### src/rtl/assert_macros.svh
// assertion macros shared by the distinct colour tracker rtl
`ifndef ASSERT_MACROS_SVH
`define ASSERT_MACROS_SVH

`ifndef SYNTHESIS

`define DCT_ASSERT(lbl, prop, msg) \
  lbl: assert property (@(posedge clk_i) disable iff (!rst_ni) prop) else $error(msg);

`define DCT_ASSERT_NEVER(lbl, cond, msg) \
  lbl: assert property (@(posedge clk_i) disable iff (!rst_ni) !(cond)) else $error(msg);

`else

`define DCT_ASSERT(lbl, prop, msg)

`define DCT_ASSERT_NEVER(lbl, cond, msg)

`endif

`endif

### src/rtl/dct_pkg.sv
// shared types and constants for the distinct colour tracker
`timescale 1ns / 1ps

package dct_pkg;

  localparam int NUM_SLOTS_DEF  = 1024;
  localparam int NUM_COLORS_DEF = 1024;
  localparam int IN_W           = 10;
  localparam int OUT_W          = 11;

  typedef enum logic [2:0] {
    ST_CLEAR,
    ST_IDLE,
    ST_FETCH,
    ST_DEC,
    ST_INC
  } state_e;

  typedef struct packed {
    logic clear;
    logic accept;
    logic fetch;
    logic dec;
    logic inc;
  } cmd_t;

  typedef struct packed {
    logic clr_done;
  } status_t;

endpackage

### src/rtl/dct_ctrl.sv
// sequencer for the distinct colour tracker: clearing sweep and per-beat steps
`timescale 1ns / 1ps
`include "assert_macros.svh"

module dct_ctrl (
  input  logic           clk_i,
  input  logic           rst_ni,
  input  logic           start,
  input  dct_pkg::status_t status_i,
  output dct_pkg::cmd_t  cmd_o,
  output logic           busy
);
  import dct_pkg::*;

  state_e state_q, state_d;

  always_ff @(posedge clk_i or negedge rst_ni) begin
    if (!rst_ni) begin
      state_q <= ST_CLEAR;
    end else begin
      state_q <= state_d;
    end
  end

  always_comb begin
    state_d = state_q;
    case (state_q)
      ST_CLEAR: begin
        if (status_i.clr_done) state_d = ST_IDLE;
      end
      ST_IDLE: begin
        if (start) state_d = ST_FETCH;
      end
      ST_FETCH: state_d = ST_DEC;
      ST_DEC:   state_d = ST_INC;
      ST_INC:   state_d = ST_IDLE;
      default:  state_d = ST_CLEAR;
    endcase
  end

  always_comb begin
    cmd_o = '0;
    busy  = 1'b1;
    case (state_q)
      ST_CLEAR: cmd_o.clear = 1'b1;
      ST_IDLE: begin
        busy         = 1'b0;
        cmd_o.accept = start;
      end
      ST_FETCH: cmd_o.fetch = 1'b1;
      ST_DEC:   cmd_o.dec   = 1'b1;
      ST_INC:   cmd_o.inc   = 1'b1;
      default:  cmd_o = '0;
    endcase
  end

  `DCT_ASSERT(a_accept_fetch, cmd_o.accept |=> state_q == ST_FETCH, "accepted beat not fetched")
  `DCT_ASSERT(a_inc_idle, state_q == ST_INC |=> state_q == ST_IDLE, "no return to idle")
  `DCT_ASSERT(a_clear_exit, state_q == ST_CLEAR |=> state_q == ST_CLEAR || state_q == ST_IDLE,
              "clear sweep left badly")

endmodule

### config.mk
export PLATFORM = sky130hd
export DESIGN_NAME = dct_ctrl
export DESIGN_NICKNAME = d
export VERILOG_FILES = /design/src/rtl/dct_pkg.sv /design/src/rtl/dct_ctrl.sv
export VERILOG_INCLUDE_DIRS = /design/src /design/src/rtl
export SDC_FILE = /design/constraint.sdc
export NUM_CORES = 1
export LEC_CHECK = 0
export ABC_AREA = 1
export BUFFER_PORTS_ARGS = -buffer_cell sky130_fd_sc_hd__buf_2
export CORE_AREA = 10 10 47 49
export CTS_CLUSTER_SIZE = 30
export DETAILED_ROUTE_END_ITERATION = 10
export DIE_AREA = 0 0 57 59
export GPL_ROUTABILITY_DRIVEN = 0
export PLACE_DENSITY_LB_ADDON = 0.2
export SYNTH_ARGS = -nofsm -noshare
export SYNTH_HDL_FRONTEND = slang
export SYNTH_SLANG_ARGS = --single-unit
### constraint.sdc
create_clock -name clk_i -period 1.4 [get_ports clk_i]
set_clock_uncertainty 0.15 [all_clocks]
set_input_delay 0.28 -clock clk_i [delete_from_list [all_inputs] [get_ports clk_i]]
set_output_delay 0.28 -clock clk_i [all_outputs]
set_load 0.02 [all_outputs]
==> results.json <==
{
  "clockBufferDepth": 2,
  "synthTopCellsByArea": "dfrtp_1 (45%), nor2_1 (20%), nand2_1 (14%)",
  "ys_ff_latch": 3,
  "area_growth_pct": 147.4,
  "max_freq_mhz": 659.0,
  "ys_warn_count": 0,
  "dr_wl_met2_microns": 312,
  "synth_top_area_share": 0.4511,
  "reg_top3": "state_q (3)",
  "netlist_instances": 26,
  "antenna_found_initial": 0,
  "layoutNonFillerInstCount": 64,
  "n_fill_cell": 155,
  "crit_path_end_kind": "primary output",
  "final_area_sq_um": 411.6,
  "largest_register_ff_count": 3,
  "drive_gt1_frac": 0.7083,
  "grt_max_degree": 7,
  "tns_ps": -520.6,
  "first_pass_iters": 4,
  "p_leak_nw": 0.2126,
  "overflow": 0,
  "reg2reg_slack_ps": 300,
  "critPathKind": "flip-flop to primary output",
  "worst_pin_slew_ps": 140.6,
  "powerDensity_nw_per_um2": 2712,
  "diodes": 0,
  "initialDrtViolationCount": 3,
  "dpl-instance-area_sq_um": 234.0,
  "max_cap_viol_count": 0,
  "synth_area_sq_um": 166.4,
  "numCtsBuffers": 3,
  "grt_pass1_wl_microns": 841,
  "routed.top_layer": "met3",
  "slowest_delay_ps": 440,
  "wl_met1_microns": 241,
  "syn_nets": 30,
  "hold_viol": 0,
  "wirelength_microns": 580,
  "post_synth_num_cell_types": 7,
  "viasPerCell": 3.563,
  "synth_edf_count": 0,
  "r2r_start": "state_q[2]",
  "worst_slew_margin_rel": 0.9063,
  "track_usage": 0.03199,
  "die_w_microns": 57,
  "finalCritPeriodShare": 1.084,
  "die_y_microns": 59,
  "antenna_left": 0,
  "ys_seq_area_frac": 0.4511,
  "crit_slowest_cell": "dfrtp_2",
  "status": "finished, violations left",
  "io-pin-count": 10,
  "path_clk_slew_ps": 40,
  "cp_top_family": "flip-flops",
  "nets": 53,
  "vdd_drop_max_mv": 0.9379,
  "finalSetupViolCount": 6,
  "die-area_sq_um": 3363,
  "post_drt_wl_per_cell_microns": 9.063,
  "ys_top_cells_by_count": "nor2_1 (9), nand2_1 (6), dfrtp_1 (3), inv_1 (3), nand3_1 (3)",
  "wl_met3_microns": 26,
  "violations": "setup timing",
  "dp_hpwl_microns": 390.2,
  "clkSinkCount": 3,
  "coreArea_sq_um": 1401,
  "drv_slew": 0,
  "clock_latency_ps": 230,
  "root_buffer": "clkbuf_4",
  "htree_levels": 1,
  "grt_pass1_vias": 222,
  "rsz0062_at_grt": "yes",
  "hp-class": "input pin to asynchronous set/reset pin",
  "cp_max_fo": 3,
  "cts_tree": "yes",
  "drc_errors": 0,
  "cp_cell_sequence": "nor2_4 -> inv_2 -> nor2_2 -> buf_6",
  "min_period_ps": 1517,
  "worstSetupStartpoint": "state_q[1]",
  "yosysMostFrequentCell": "nor2_1",
  "initial_utilization": 0.1188,
  "cp-start-kind": "flip-flop",
  "vias": 228,
  "setup_ws_ps": -117.3,
  "largest_register": "state_q",
  "worst-path-buf-inv": 2,
  "crit_required_ps": 970,
  "async_reset_ff_frac": 1.000,
  "rows": 14,
  "synth-main-ff-cell": "dfrtp_1",
  "synth_area_leader_cell": "dfrtp_1",
  "syn_area_per_cell_sq_um": 6.400,
  "hold_ws_ps": 220.3,
  "cp.arrival_ps": 1090,
  "place_inst": 51,
  "io_buffers": 9
}
## routing by layer
metal / GRT usage / vias up
li1: - / 123
met1: 0.03210 / 100
met2: 0.04806 / 5
met3: 0.01502 / 0
met4: 0.03020 / 0
met5: 0 / -
## stage by stage
step | setup slack (ps) | power (mW) | util
4_1_cts | -157.9 | 0.8907 | 0.2348
3_5_place_dp | 53.17 | 0.5743 | 0.1670
5_1_grt | -174.6 | 1.208 | 0.2938
6_report | -117.3 | 1.116 | 0.2938
3_3_place_gp | 32.37 | 0.5832 | 0.1670
2_1_floorplan | 5.115 | 0.4482 | -
## timing repair
item	CTS	global route
pin swaps	2	4
endpoints found under the hold margin	3	0
setup endpoints to repair	6	6
setup buffers	5	3
hold buffers	1	0
gates resized for setup	8	20
## final timing paths
kind	cells after the start	end
worst max-delay path	4	cmd_o[0]
worst min-delay path	2	state_q[0]
worst max register to register	5	state_q[0]
worst min register to register	3	state_q[0]
max in group asynchronous	2	state_q[2]
min in group clk_i	4	state_q[0]
## placed cells by master (no fill, tap or decap), drive strengths merged
cell | Yosys | final
a21oi | 1 | 1
nand2 | 6 | 6
nor2 | 9 | 9
dlygate4sd3 | 0 | 1
buf | 0 | 17
nand3 | 3 | 3
dfrtp | 3 | 3
clkbuf | 0 | 4
inv | 4 | 4
## worst register-to-register path, stage by stage, from the launching register on
cell and delay, ps:
dfrtp_2 430, inv_2 100, buf_4 100, nand3_1 80
nand2_1 70, nand2_1 50
## layout make-up
class	instances	area [sq um]	share of cell area
Clock buffer	4	26.28	0.06383
Inverter	4	15.01	0.03647
Multi-Input combinational cell	19	118.9	0.2888
Sequential cell	3	78.83	0.1915
Tap cell	16	20.02	0.04863
Timing Repair Buffer	18	152.6	0.3708
## cells by family after synthesis
kind of cell | Yosys count | share of synthesized area
AOI/OAI and AO/OA | 1 | 0.03005
buffers and inverters | 4 | 0.09020
DFF | 3 | 0.4511
and+or+nand+nor | 18 | 0.4285
## report_power, final
part / internal [mW] / leakage (nW) / total [mW] / switching (mW)
sequential: 0.139 / 0.0338 / 0.216 / 0.0778
combinational: 0.386 / 0.164 / 0.751 / 0.366
clock: 0.107 / 0.0150 / 0.149 / 0.0421
total: 0.631 / 0.213 / 1.12 / 0.485
(Power assumes the default switching activity.)
